<file path="config.mk">
export PLATFORM = sky130hd
export DESIGN_NAME = serial_command_decoder
export DESIGN_NICKNAME = d
export VERILOG_FILES = /design/src/rtl/scd_pkg.sv /design/src/rtl/scd_front.sv /design/src/rtl/scd_queue.sv /design/src/rtl/scd_back.sv /design/src/rtl/serial_command_decoder.sv
export SDC_FILE = /design/constraint.sdc
export NUM_CORES = 1
export LEC_CHECK = 0
export ABC_AREA = 0
export BUFFER_PORTS_ARGS = -buffer_cell sky130_fd_sc_hd__buf_2
export CAP_MARGIN = 20
export CORE_AREA = 2 2 195 197
export CTS_BUF_LIST = sky130_fd_sc_hd__clkbuf_8
export DETAILED_ROUTE_END_ITERATION = 8
export DIE_AREA = 0 0 197 199
export PLACE_DENSITY = 0.54
export SYNTH_ARGS = -nofsm -noshare
export SYNTH_HDL_FRONTEND = slang
export SYNTH_SLANG_ARGS = --single-unit
</file>
<file path="constraint.sdc">
create_clock -name clk_i -period 10.87 [get_ports clk_i]
set_input_delay 0.5435 -clock clk_i [delete_from_list [all_inputs] [get_ports clk_i]]
set_output_delay 0.5435 -clock clk_i [all_outputs]
set_load 0.02 [all_outputs]
</file>
<file path="src/rtl/scd_pkg.sv">
`timescale 1ns / 1ps

package scd_pkg;

  // Line layout
  localparam int COMMAND_LEN = 4;
  localparam int VALUE_LEN   = 4;
  localparam int POS_LIMIT   = COMMAND_LEN + VALUE_LEN + 1;
  localparam int POS_W       = $clog2(POS_LIMIT + 1);
  localparam int CMD_IDX_W   = $clog2(COMMAND_LEN);
  localparam int VAL_IDX_W   = $clog2(VALUE_LEN);

  // Field widths
  localparam int BYTE_W  = 8;
  localparam int CODE_W  = 4;
  localparam int VALUE_W = 15;
  localparam int GAIN_W  = 8;
  // Parsed magnitude of a full value buffer plus sign
  localparam int ACC_W   = $clog2(10 ** VALUE_LEN) + 1;

  // Range checks and register reset
  localparam int RPM_MAX   = 4000;
  localparam int CUT_MIN   = 20;
  localparam int CUT_RESET = 65;

  // Decoupling queue
  localparam int QUEUE_DEPTH = 2;
  localparam int QPTR_W      = $clog2(QUEUE_DEPTH);
  localparam int QCNT_W      = $clog2(QUEUE_DEPTH + 1);

  // Special characters
  localparam logic [BYTE_W-1:0] CHAR_NEWLINE = 8'h0A;

  typedef enum logic [CODE_W-1:0] {
    CMD_NONE = 4'd0,
    CMD_CUTH = 4'd1,
    CMD_HOME = 4'd2,
    CMD_CALI = 4'd3,
    CMD_MOTO = 4'd4,
    CMD_MRPM = 4'd5,
    CMD_MDIR = 4'd6,
    CMD_PIDP = 4'd7,
    CMD_PIDI = 4'd8,
    CMD_PIDD = 4'd9,
    CMD_PRNT = 4'd10
  } cmd_e;

  localparam int NUM_CMDS = 10;

  // Index k holds the name of command code k+1, first character in the MSBs
  localparam logic [NUM_CMDS-1:0][COMMAND_LEN*BYTE_W-1:0] CMD_NAMES = {
    "PRNT", "PIDD", "PIDI", "PIDP", "MDIR", "MRPM", "MOTO", "CALI", "HOME", "CUTH"
  };

  // One finished line, handed from the front to the back
  typedef struct packed {
    cmd_e                                code;
    logic [VALUE_LEN-1:0]                value_valid;
    logic [VALUE_LEN-1:0][BYTE_W-1:0]    value_chars;
  } scd_entry_t;

endpackage

</file>
<file path="src/rtl/scd_front.sv">
`timescale 1ns / 1ps

module scd_front import scd_pkg::*; (
  input  logic              clk_i,
  input  logic              rst_ni,
  input  logic              accept_i,
  input  logic [BYTE_W-1:0] rx_byte_i,
  output logic              push_o,
  output scd_entry_t        entry_o
);

  logic [POS_W-1:0]                   pos_q, pos_d, pos_inc;
  logic [COMMAND_LEN-1:0][BYTE_W-1:0] cmd_chars_q, cmd_chars_d;
  logic [VALUE_LEN-1:0][BYTE_W-1:0]   val_chars_q, val_chars_d;
  logic [COMMAND_LEN*BYTE_W-1:0]      cmd_word;
  logic [POS_W-1:0]                   val_pos;
  logic                               is_newline;
  cmd_e                               match_code;

  assign is_newline = (rx_byte_i == CHAR_NEWLINE);
  assign val_pos    = pos_q - POS_W'(COMMAND_LEN);

  // Store the byte at its line position, saturate the position, restart it on a newline
  always_comb begin
    cmd_chars_d = cmd_chars_q;
    val_chars_d = val_chars_q;
    if (pos_q < POS_W'(COMMAND_LEN)) begin
      cmd_chars_d[pos_q[CMD_IDX_W-1:0]] = rx_byte_i;
    end else if (pos_q < POS_W'(COMMAND_LEN + VALUE_LEN)) begin
      val_chars_d[val_pos[VAL_IDX_W-1:0]] = rx_byte_i;
    end
    pos_inc = (pos_q < POS_W'(POS_LIMIT)) ? pos_q + POS_W'(1) : pos_q;
    pos_d   = is_newline ? '0 : pos_inc;
  end

  always_ff @(posedge clk_i or negedge rst_ni) begin
    if (!rst_ni) begin
      pos_q <= '0;
    end else if (accept_i) begin
      pos_q <= pos_d;
    end
  end

  // Buffers are not reset; only characters of the current line are used
  always_ff @(posedge clk_i) begin
    if (accept_i) begin
      cmd_chars_q <= cmd_chars_d;
      val_chars_q <= val_chars_d;
    end
  end

  // Command match needs a full command buffer
  always_comb begin
    for (int j = 0; j < COMMAND_LEN; j++) begin
      cmd_word[(COMMAND_LEN-1-j)*BYTE_W +: BYTE_W] = cmd_chars_d[j];
    end
    match_code = CMD_NONE;
    if (pos_inc >= POS_W'(COMMAND_LEN)) begin
      for (int k = 0; k < NUM_CMDS; k++) begin
        if (cmd_word == CMD_NAMES[k]) begin
          match_code = cmd_e'(CODE_W'(k + 1));
        end
      end
    end
  end

  // Classified line goes to the queue on the newline transfer
  always_comb begin
    entry_o.code        = match_code;
    entry_o.value_chars = val_chars_d;
    for (int i = 0; i < VALUE_LEN; i++) begin
      entry_o.value_valid[i] = (pos_inc > POS_W'(COMMAND_LEN + i));
    end
  end

  assign push_o = accept_i && is_newline;

endmodule

</file>
<file path="src/rtl/scd_queue.sv">
`timescale 1ns / 1ps

module scd_queue import scd_pkg::*; (
  input  logic       clk_i,
  input  logic       rst_ni,
  input  logic       push_i,
  input  scd_entry_t entry_i,
  input  logic       pop_i,
  output logic       full_o,
  output logic       head_valid_o,
  output scd_entry_t head_o
);

  scd_entry_t        slots_q [QUEUE_DEPTH];
  logic [QPTR_W-1:0] wr_ptr_q, rd_ptr_q;
  logic [QCNT_W-1:0] count_q;

  assign full_o       = (count_q == QCNT_W'(QUEUE_DEPTH));
  assign head_valid_o = (count_q != '0);
  assign head_o       = slots_q[rd_ptr_q];

  // Pointers and fill count
  always_ff @(posedge clk_i or negedge rst_ni) begin
    if (!rst_ni) begin
      wr_ptr_q <= '0;
      rd_ptr_q <= '0;
      count_q  <= '0;
    end else begin
      if (push_i) begin
        wr_ptr_q <= (wr_ptr_q == QPTR_W'(QUEUE_DEPTH - 1)) ? '0 : wr_ptr_q + QPTR_W'(1);
      end
      if (pop_i) begin
        rd_ptr_q <= (rd_ptr_q == QPTR_W'(QUEUE_DEPTH - 1)) ? '0 : rd_ptr_q + QPTR_W'(1);
      end
      if (push_i && !pop_i) begin
        count_q <= count_q + QCNT_W'(1);
      end else if (pop_i && !push_i) begin
        count_q <= count_q - QCNT_W'(1);
      end
    end
  end

  // Entry storage
  always_ff @(posedge clk_i) begin
    if (push_i) begin
      slots_q[wr_ptr_q] <= entry_i;
    end
  end

endmodule

</file>
<file path="src/rtl/scd_back.sv">
`timescale 1ns / 1ps

module scd_back import scd_pkg::*; (
  input  logic                     clk_i,
  input  logic                     rst_ni,
  input  logic                     cfg_we_i,
  input  logic [BYTE_W-1:0]        cfg_wdata_i,
  input  logic                     head_valid_i,
  input  scd_entry_t               head_i,
  output logic                     pop_o,
  output logic                     out_valid_o,
  input  logic                     out_stall_i,
  output logic [CODE_W-1:0]        command_code_o,
  output logic signed [VALUE_W-1:0] value_o,
  output logic                     accepted_o,
  output logic signed [GAIN_W-1:0] gain_mantissa_o,
  output logic signed [GAIN_W-1:0] gain_exponent_o
);

  localparam int WIDE_W = (ACC_W > VALUE_W) ? ACC_W : VALUE_W;
  localparam logic signed [WIDE_W-1:0] SAT_MAX = WIDE_W'(2 ** (VALUE_W - 1) - 1);
  localparam logic signed [WIDE_W-1:0] SAT_MIN = WIDE_W'(-(2 ** (VALUE_W - 1)));
  localparam logic signed [ACC_W-1:0]  RPM_LOW = ACC_W'(1);
  localparam logic signed [ACC_W-1:0]  RPM_LIM = ACC_W'(RPM_MAX);
  localparam logic signed [ACC_W-1:0]  CUT_LIM = ACC_W'(CUT_MIN);

  logic [BYTE_W-1:0]                max_cut_q;
  logic                             out_valid_q;
  cmd_e                             code_q;
  logic signed [VALUE_W-1:0]        value_q;
  logic                             accepted_q;
  logic signed [GAIN_W-1:0]         mant_q, expo_q;

  logic signed [ACC_W-1:0]          value_full, mant_full, expo_full;
  logic signed [WIDE_W-1:0]         value_wide, value_sat;
  logic [VALUE_LEN-1:0][BYTE_W-1:0] mant_chars, expo_chars;
  logic [VALUE_LEN-1:0]             mant_valid, expo_valid;
  logic                             accepted_d;

  // atol over the buffered characters; a missing character ends the parse
  function automatic logic signed [ACC_W-1:0] parse_atol(
    input logic [VALUE_LEN-1:0][BYTE_W-1:0] chars,
    input logic [VALUE_LEN-1:0]             valid
  );
    logic [ACC_W-1:0]  acc;
    logic              neg;
    logic              in_digits;
    logic              done;
    logic [BYTE_W-1:0] c;
    logic              is_space;
    logic              is_digit;
    acc       = '0;
    neg       = 1'b0;
    in_digits = 1'b0;
    done      = 1'b0;
    for (int i = 0; i < VALUE_LEN; i++) begin
      c        = chars[i];
      is_space = (c == 8'h20) || (c >= 8'h09 && c <= 8'h0D);
      is_digit = (c >= 8'h30) && (c <= 8'h39);
      if (!valid[i]) begin
        done = 1'b1;
      end else if (!done) begin
        if (!in_digits) begin
          if (is_space) begin
            in_digits = 1'b0;
          end else if (c == 8'h2B || c == 8'h2D) begin
            neg       = (c == 8'h2D);
            in_digits = 1'b1;
          end else if (is_digit) begin
            acc       = ACC_W'(c[3:0]);
            in_digits = 1'b1;
          end else begin
            done = 1'b1;
          end
        end else if (is_digit) begin
          acc = (acc << 3) + (acc << 1) + ACC_W'(c[3:0]);
        end else begin
          done = 1'b1;
        end
      end
    end
    return neg ? -$signed(acc) : $signed(acc);
  endfunction

  // Cut height limit register
  always_ff @(posedge clk_i or negedge rst_ni) begin
    if (!rst_ni) begin
      max_cut_q <= BYTE_W'(CUT_RESET);
    end else if (cfg_we_i) begin
      max_cut_q <= cfg_wdata_i;
    end
  end

  // Gain halves: value characters 0-1 and 2-3
  always_comb begin
    mant_chars    = '0;
    expo_chars    = '0;
    mant_valid    = '0;
    expo_valid    = '0;
    mant_chars[0] = head_i.value_chars[0];
    mant_chars[1] = head_i.value_chars[1];
    expo_chars[0] = head_i.value_chars[2];
    expo_chars[1] = head_i.value_chars[3];
    mant_valid[0] = head_i.value_valid[0];
    mant_valid[1] = head_i.value_valid[1];
    expo_valid[0] = head_i.value_valid[2];
    expo_valid[1] = head_i.value_valid[3];
  end

  assign value_full = parse_atol(head_i.value_chars, head_i.value_valid);
  assign mant_full  = parse_atol(mant_chars, mant_valid);
  assign expo_full  = parse_atol(expo_chars, expo_valid);

  // Saturate the reported value
  always_comb begin
    value_wide = WIDE_W'(value_full);
    if (value_wide > SAT_MAX) begin
      value_sat = SAT_MAX;
    end else if (value_wide < SAT_MIN) begin
      value_sat = SAT_MIN;
    end else begin
      value_sat = value_wide;
    end
  end

  // Per-command range check on the full value
  always_comb begin
    unique case (head_i.code) inside
      CMD_CUTH: accepted_d = (value_full >= CUT_LIM) &&
                             (value_full <= $signed({1'b0, max_cut_q}));
      CMD_HOME, CMD_CALI, CMD_MOTO, CMD_PRNT:
                accepted_d = (value_full == ACC_W'(1));
      CMD_MRPM: accepted_d = (value_full >= RPM_LOW) && (value_full <= RPM_LIM);
      CMD_MDIR: accepted_d = (value_full == ACC_W'(0)) || (value_full == ACC_W'(1));
      CMD_PIDP, CMD_PIDI, CMD_PIDD:
                accepted_d = 1'b1;
      default:  accepted_d = 1'b0;
    endcase
  end

  // Output register, refilled when empty or when its transfer completes
  assign pop_o = head_valid_i && (!out_valid_q || !out_stall_i);

  always_ff @(posedge clk_i or negedge rst_ni) begin
    if (!rst_ni) begin
      out_valid_q <= 1'b0;
    end else if (pop_o) begin
      out_valid_q <= 1'b1;
    end else if (!out_stall_i) begin
      out_valid_q <= 1'b0;
    end
  end

  always_ff @(posedge clk_i) begin
    if (pop_o) begin
      code_q     <= head_i.code;
      value_q    <= VALUE_W'(value_sat);
      accepted_q <= accepted_d;
      mant_q     <= GAIN_W'(mant_full);
      expo_q     <= GAIN_W'(expo_full);
    end
  end

  assign out_valid_o     = out_valid_q;
  assign command_code_o  = code_q;
  assign value_o         = value_q;
  assign accepted_o      = accepted_q;
  assign gain_mantissa_o = mant_q;
  assign gain_exponent_o = expo_q;

`ifndef NO_ASSERTIONS
  a_none_rejected: assert property (@(posedge clk_i) disable iff (!rst_ni)
    out_valid_q && (code_q == CMD_NONE) |-> !accepted_q)
    else $error("unknown command reported as accepted");

  a_rpm_in_range: assert property (@(posedge clk_i) disable iff (!rst_ni)
    out_valid_q && accepted_q && (code_q == CMD_MRPM) |->
      (value_q >= VALUE_W'(1)) && (value_q <= VALUE_W'(RPM_MAX)))
    else $error("accepted MRPM outside its range");

  a_pop_loads: assert property (@(posedge clk_i) disable iff (!rst_ni)
    pop_o |=> out_valid_q)
    else $error("popped entry did not reach the output register");
`endif

endmodule

</file>
<file path="src/rtl/serial_command_decoder.sv">
`timescale 1ns / 1ps

// Line-oriented serial command decoder.
// Input channel: one received ASCII byte per transfer (in_valid_i/in_stall_o,
// rx_byte_i). Bytes 0-3 of a line form the command, bytes 4-7 the value; later
// bytes are dropped. A newline byte ends the line.
// Output channel: one result per newline (out_valid_o/out_stall_i) with the
// command code, the atol-parsed value, the range-check flag and the two gain
// halves. Other bytes produce no result.
// Config: cfg_we_i writes cfg_wdata_i into the cut height limit (reset 65 mm).
// Throughput: one byte per cycle while in_stall_o is low. The front stores
// bytes and matches the command; a two-entry line queue feeds the back, which
// parses and checks the value and registers the result.
// A finished line is written into the queue; from the queue head it is loaded
// into the output register when that register is empty or its transfer completes.
// Reset clears the line position, the queue and the output valid and loads the
// default cut height limit. While the receiver stalls, the result holds; the
// input keeps taking bytes until the queue is full, then in_stall_o rises.
module serial_command_decoder import scd_pkg::*; (
  input  logic                      clk_i,
  input  logic                      rst_ni,
  input  logic                      cfg_we_i,
  input  logic [BYTE_W-1:0]         cfg_wdata_i,
  input  logic                      in_valid_i,
  output logic                      in_stall_o,
  input  logic [BYTE_W-1:0]         rx_byte_i,
  output logic                      out_valid_o,
  input  logic                      out_stall_i,
  output logic [CODE_W-1:0]         command_code_o,
  output logic signed [VALUE_W-1:0] value_o,
  output logic                      accepted_o,
  output logic signed [GAIN_W-1:0]  gain_mantissa_o,
  output logic signed [GAIN_W-1:0]  gain_exponent_o
);

  logic       accept;
  logic       push;
  logic       pop;
  logic       q_full;
  logic       head_valid;
  scd_entry_t push_entry;
  scd_entry_t head;

  assign in_stall_o = q_full;
  assign accept     = in_valid_i && !q_full;

  scd_front u_front (
    .clk_i     (clk_i),
    .rst_ni    (rst_ni),
    .accept_i  (accept),
    .rx_byte_i (rx_byte_i),
    .push_o    (push),
    .entry_o   (push_entry)
  );

  scd_queue u_queue (
    .clk_i        (clk_i),
    .rst_ni       (rst_ni),
    .push_i       (push),
    .entry_i      (push_entry),
    .pop_i        (pop),
    .full_o       (q_full),
    .head_valid_o (head_valid),
    .head_o       (head)
  );

  scd_back u_back (
    .clk_i           (clk_i),
    .rst_ni          (rst_ni),
    .cfg_we_i        (cfg_we_i),
    .cfg_wdata_i     (cfg_wdata_i),
    .head_valid_i    (head_valid),
    .head_i          (head),
    .pop_o           (pop),
    .out_valid_o     (out_valid_o),
    .out_stall_i     (out_stall_i),
    .command_code_o  (command_code_o),
    .value_o         (value_o),
    .accepted_o      (accepted_o),
    .gain_mantissa_o (gain_mantissa_o),
    .gain_exponent_o (gain_exponent_o)
  );

endmodule
</file>
==> impl_metrics.ini, run 1 <==
[clock_tree]
clk_latency_ps = 500
clockRootBuffer = clkbuf_8
clockBufferDepth = 2
path_clk_slew_ps = 110
ctsResizeCount = 0
postCtsSetupRepairBufs = 0
cts_tree = done
cts_buffers = 17
cts.sinks = 197
cts_hold_buf = 1
htreeDepth = 4

[synth]
synth.largest_area_cell = edfxtp_1
ys_async_sr_fraction = 0.0863
syn_nets = 1249
synth.area.top_cells = edfxtp_1, ha_1, mux2_2
ys_ff_latch = 197
yosys_warnings = 0
synth_area_per_cell_um2 = 11.2
ys.flop_type = edfxtp_1
yosysSeqAreaShare = 0.453
ys_types = 106
netlist_instances = 1153
synth_top_area_share = 0.419
synth_edf_count = 180
syn_area_um2 = 12900

[sta]
worst_pin_slew_ps = 1070
tns_ps = 0
max_slew_margin = 0.283
whs_ps = 254
period_share = 0.881
fmax_mhz = 104
finalSetupViolCount = 0
grt_setup_unrepaired = no
finalMaxSlewViolations = 0
hold_violations = 0
period_needed_ps = 9570
finClkSkew_ps = 14.4

[placed_design]
dp.cells = 1653
port_buffers = 58
hpwl_um = 24100
placed_area_um2 = 13600
gp_congestion = 0.895

[route]
drtAntennaViolNets = 0
vias = 9296
dr.pass1.iters = 5
drtIter0Drc = 628
routed_via_density = 5.51
drc = 0
wl_per_cell_um = 19.1
routed_wl_um = 32300

[cells_and_area]
nFillCells = 3621
final_cells = 1687
drive_gt1_frac = 0.173
area_growth_pct = 9.07
fin_area_um2 = 14100
nets = 1295

[critical_path]
max_stage_delay_ps = 770
critPathMaxFanout = 42
rrSetupSlack_ps = 1300
crit_required_ps = 11200
worstReg2RegStart = u_queue.rd_ptr_q
path_buf_inv = 2
cp_common_cell = ha_1
start_kind = flop
r2r-end = u_back.accepted_o
r2r_cells = 32
crit_arrival_ps = 9900
endpoint_kind = flop
worst-setup-path-type = reg2reg
crit_path_top_delay_cell = dfrtp_2
critical_path.top_delay_family = simple AND/OR/NAND/NOR gates

[global_routing]
first_global_vias = 9074
grtUsageTotal = 0.169
grt_max_degree = 72
gr-total-overflow = 0
grt_first_pass_wirelength_um = 50900
antenna_found_initial = 2

[flow_run]
maxCapViolCount = 0

[die]
dieArea_um2 = 39200
io_pins = 59
core_area_um2 = 37100
die_w_um = 197
core.rowCount = 71
start_util = 0.347
die_h_um = 199

[outcome]
status = finished, final reports clean

[hold_path]
min_path_cells = 3
holdCritStartpoint = cfg_wdata_i[2]
hold_path_end = u_back.max_cut_q[2]
hp-class = in2reg

[pwr]
irDropWorstVdd_v = 0.000123
p_leak_nw = 5.46
power_mw = 2.36
power_density_nw_per_um2 = 168
cell type report:
cell class	instances	area [µm²]	share of cell area
well taps	474	593	0.0422
diodes	1	2.50	0.000178
repair buffers	64	338	0.0240
clock buffers	17	234	0.0166
inverters	77	289	0.0206
flip-flops and latches	197	5830	0.415
clock inverters	15	189	0.0134
multi-input cells	842	6580	0.468
flip-flops by register name, indices dropped and copies added (netlist names), 4 cells and up:
register / flops
u_queue.slots_q: 80
u_front.cmd_chars_q: 32
u_front.val_chars_q: 32
u_back.value_o: 15
u_back.gain_exponent_o: 8
u_back.gain_mantissa_o: 8
u_back.max_cut_q: 8
u_back.command_code_o: 4
u_front.pos_q: 4
placed cells by master, fill, tap and decap left out, types with 23 or more instances in the layout:
cell      instances
a21oi_1          36
buf_2            58
edfxtp_1        180
ha_1             68
inv_1            78
mux2_2           65
mux2i_1          43
nand2_1          71
nand3_1          27
nor2_1           68
nor3_1           30
nor4_1           23
o21ai_0          41
xnor2_1          33
xor2_1           30
worst min-delay path, stage by stage:
cell and delay, ps:
buf_2 70, nand2_1 40, o21ai_0 50
metal layers:
layer,vias up,GRT usage,share of wire,wire length [µm]
met5,-,0,0.00034,11
met4,2,0.0563,0.020,661
met3,45,0.0302,0.034,1080
met2,180,0.286,0.49,15700
met1,4580,0.217,0.46,14800
li1,4489,-,-,-
metrics by stage:
| stage | setup WS, ps | util |
|---|---|---|
| floorplan | 2830 | - |
| detailed placement | 1440 | 0.367 |
| global placement | 1710 | 0.367 |
| global route | 504 | 0.378 |
| CTS | 1320 | 0.378 |
| finish | 1300 | 0.378 |
cells in the mapped netlist (27+ instances only):
| master | instances |
|---|---|
| nand2_1 | 71 |
| ha_1 | 68 |
| mux2i_1 | 43 |
| edfxtp_1 | 180 |
| nor3_1 | 31 |
| xor2_1 | 30 |
| xnor2_1 | 33 |
| nor2_1 | 68 |
| a21oi_1 | 36 |
| o21ai_0 | 41 |
| mux2_2 | 65 |
| inv_1 | 76 |
| nand3_1 | 27 |
worst max path at each step:
| stage | from | end | slack [ps] | cells past startpoint |
|---|---|---|---|---|
| 2_1_floorplan | u_queue.rd_ptr_q | u_back.accepted_o | 2830 | 34 |
| 3_3_place_gp | u_queue.rd_ptr_q | u_back.accepted_o | 1710 | 31 |
| 3_5_place_dp | u_queue.rd_ptr_q | u_back.accepted_o | 1440 | 32 |
| 4_1_cts | u_queue.rd_ptr_q | u_back.accepted_o | 1320 | 32 |
| 5_1_grt | u_queue.rd_ptr_q | u_back.accepted_o | 500 | 32 |
| 6_report | u_queue.rd_ptr_q | u_back.accepted_o | 1300 | 32 |
cell families after synthesis:
group / after synthesis / share of synthesized area
and+or+nand+nor: 359 / 0.154
AOI/OAI and AO/OA: 232 / 0.139
DFF: 197 / 0.453
buffers and inverters: 114 / 0.0382
muxes: 112 / 0.0946
adders and majority gates: 75 / 0.0769
xor gates and xnor gates: 64 / 0.0441
power breakdown:
part,leakage (nW),internal (mW),switching (mW)
combinational,3.33,0.252,0.473
sequential,1.91,1.04,0.0721
clock,0.219,0.234,0.282
Power figures use the tool's default switching activity.
==> run 2: changes to the inputs <==
MAX_ROUTING_LAYER = met4   (was unset)
==> run 2 against run 1 <==
Compared with the run above: setup slack improved by 57 ps; register-to-register slack gained 60 ps; cell count about the same; clock skew is 0.80 ps higher; routed wire length is essentially flat.
==> impl_metrics.ini, run 2 (synthesized netlist as in run 1, its figures left out) <==
[critical_path]
start_kind = flop
crit_required_ps = 11200
r2r_cells = 32
cp_common_cell = ha_1
critPathMaxFanout = 42
rrSetupSlack_ps = 1350
worstReg2RegStart = u_queue.rd_ptr_q
max_stage_delay_ps = 760
crit_path_top_delay_cell = dfrtp_2
r2r-end = u_back.accepted_o
worst-setup-path-type = reg2reg
endpoint_kind = flop
crit_arrival_ps = 9850

[global_routing]
gr-total-overflow = 0
grt_max_degree = 72
grtUsageTotal = 0.173
antenna_found_initial = 2
first_global_vias = 9058
grt_first_pass_wirelength_um = 50800

[cells_and_area]
area_growth_pct = 9.09
most-common-layout-cells = edfxtp_1, inv_1, nand2_1
nets = 1295
fin_area_um2 = 14100
largest_register_ffs = 80
drive_gt1_frac = 0.173
final_common_cell = edfxtp_1
regMostFlops = u_queue.slots_q
post-route-util = 0.379
reg_top3 = u_queue.slots_q: 80 flops, u_front.cmd_chars_q: 32 flops, u_front.val_chars_q: 32 flops

[sta]
max_slew_margin = 0.266
finalSetupViolCount = 0
whs_ps = 256
fmax_mhz = 105
worst_pin_slew_ps = 1090
period_needed_ps = 9520
tns_ps = 0
finClkSkew_ps = 15.2
period_share = 0.875
hold_violations = 0
finalMaxSlewViolations = 0
grt_setup_unrepaired = no

[hold_path]
hp-class = in2reg
min_path_cells = 3
hold_path_end = u_back.max_cut_q[2]
holdCritStartpoint = cfg_wdata_i[2]

[route]
routed_via_density = 5.50
vias = 9278
drc = 0
dr.pass1.iters = 5
routed_wl_um = 32300
drtAntennaViolNets = 0
wl_per_cell_um = 19.1
drtIter0Drc = 682

[clock_tree]
clockBufferDepth = 2
cts_tree = done
path_clk_slew_ps = 110
clockRootBuffer = clkbuf_8
postCtsSetupRepairBufs = 0
htreeDepth = 4
ctsResizeCount = 0
clk_latency_ps = 500
cts_hold_buf = 1
cts_buffers = 17
cts.sinks = 197

[placed_design]
port_buffers = 58
hpwl_um = 24100
placed_area_um2 = 13600
gp_congestion = 0.913

[die]
dieArea_um2 = 39200
start_util = 0.347
core.rowCount = 71
io_pins = 59
core_area_um2 = 37100
die_h_um = 199
die_w_um = 197

[pwr]
irDropWorstVdd_v = 0.000124
p_leak_nw = 5.46
power_density_nw_per_um2 = 168

[flow_run]
maxCapViolCount = 0

[outcome]
status = finished, final reports clean
[run 2: how the worst max path moves through the flow]
| stage | startpoint | to | slack, ps | cells after the start |
|---|---|---|---|---|
| 2_1_floorplan | u_queue.rd_ptr_q | u_back.accepted_o | 2830 | 34 |
| 3_3_place_gp | u_queue.rd_ptr_q | u_back.accepted_o | 1710 | 31 |
| 3_5_place_dp | u_queue.rd_ptr_q | u_back.accepted_o | 1440 | 32 |
| 4_1_cts | u_queue.rd_ptr_q | u_back.accepted_o | 1320 | 32 |
| 5_1_grt | u_queue.rd_ptr_q | u_back.accepted_o | 500 | 32 |
| 6_report | u_queue.rd_ptr_q | u_back.accepted_o | 1350 | 32 |
[run 2: stage by stage]
| step | cells | total power [mW] | setup slack [ps] |
|---|---|---|---|
| after floorplan | 1153 | 1.67 | 2830 |
| after detailed placement | 1653 | 1.87 | 1440 |
| final | 1688 | 2.36 | 1350 |
| after global routing | 1688 | 2.50 | 499 |
| after global placement | 1653 | 1.85 | 1710 |
| after CTS | 1686 | 2.39 | 1320 |
[run 2: metal layers]
| metal | up-vias | wire length, µm | GRT usage |
|---|---|---|---|
| met5 | - | 0 | - |
| met4 | 0 | 623 | 0.0571 |
| met3 | 49 | 1050 | 0.0285 |
| met2 | 175 | 15700 | 0.286 |
| met1 | 4562 | 14900 | 0.217 |
| li1 | 4492 | - | - |
[run 2: where the power goes]
| group | leakage, nW | switching, mW | internal (mW) |
|---|---|---|---|
| Combinational | 3.33 | 0.473 | 0.252 |
| Clock | 0.219 | 0.283 | 0.234 |
| Sequential | 1.91 | 0.0723 | 1.04 |
[run 2: cell type report]
type                    count  area [µm²]
diodes                      2        5.00
fillers                  3620       23100
multi-input cells         842        6580
repair buffers             64         338
clock buffers              17         234
inverters                  77         289
flip-flops and latches    197        5830
clock inverters            15         189
well taps                 474         593
[run 2: critical path, delay by kind of cell, from the launching register on]
kind | cells | cell delay (ps)
AOI/OAI and AO/OA | 10 | 2440
xor gates and xnor gates | 2 | 270
adders and majority gates | 6 | 2030
buffers and inverters | 2 | 710
DFF | 1 | 760
muxes | 4 | 1370
and+or+nand+nor | 8 | 1760
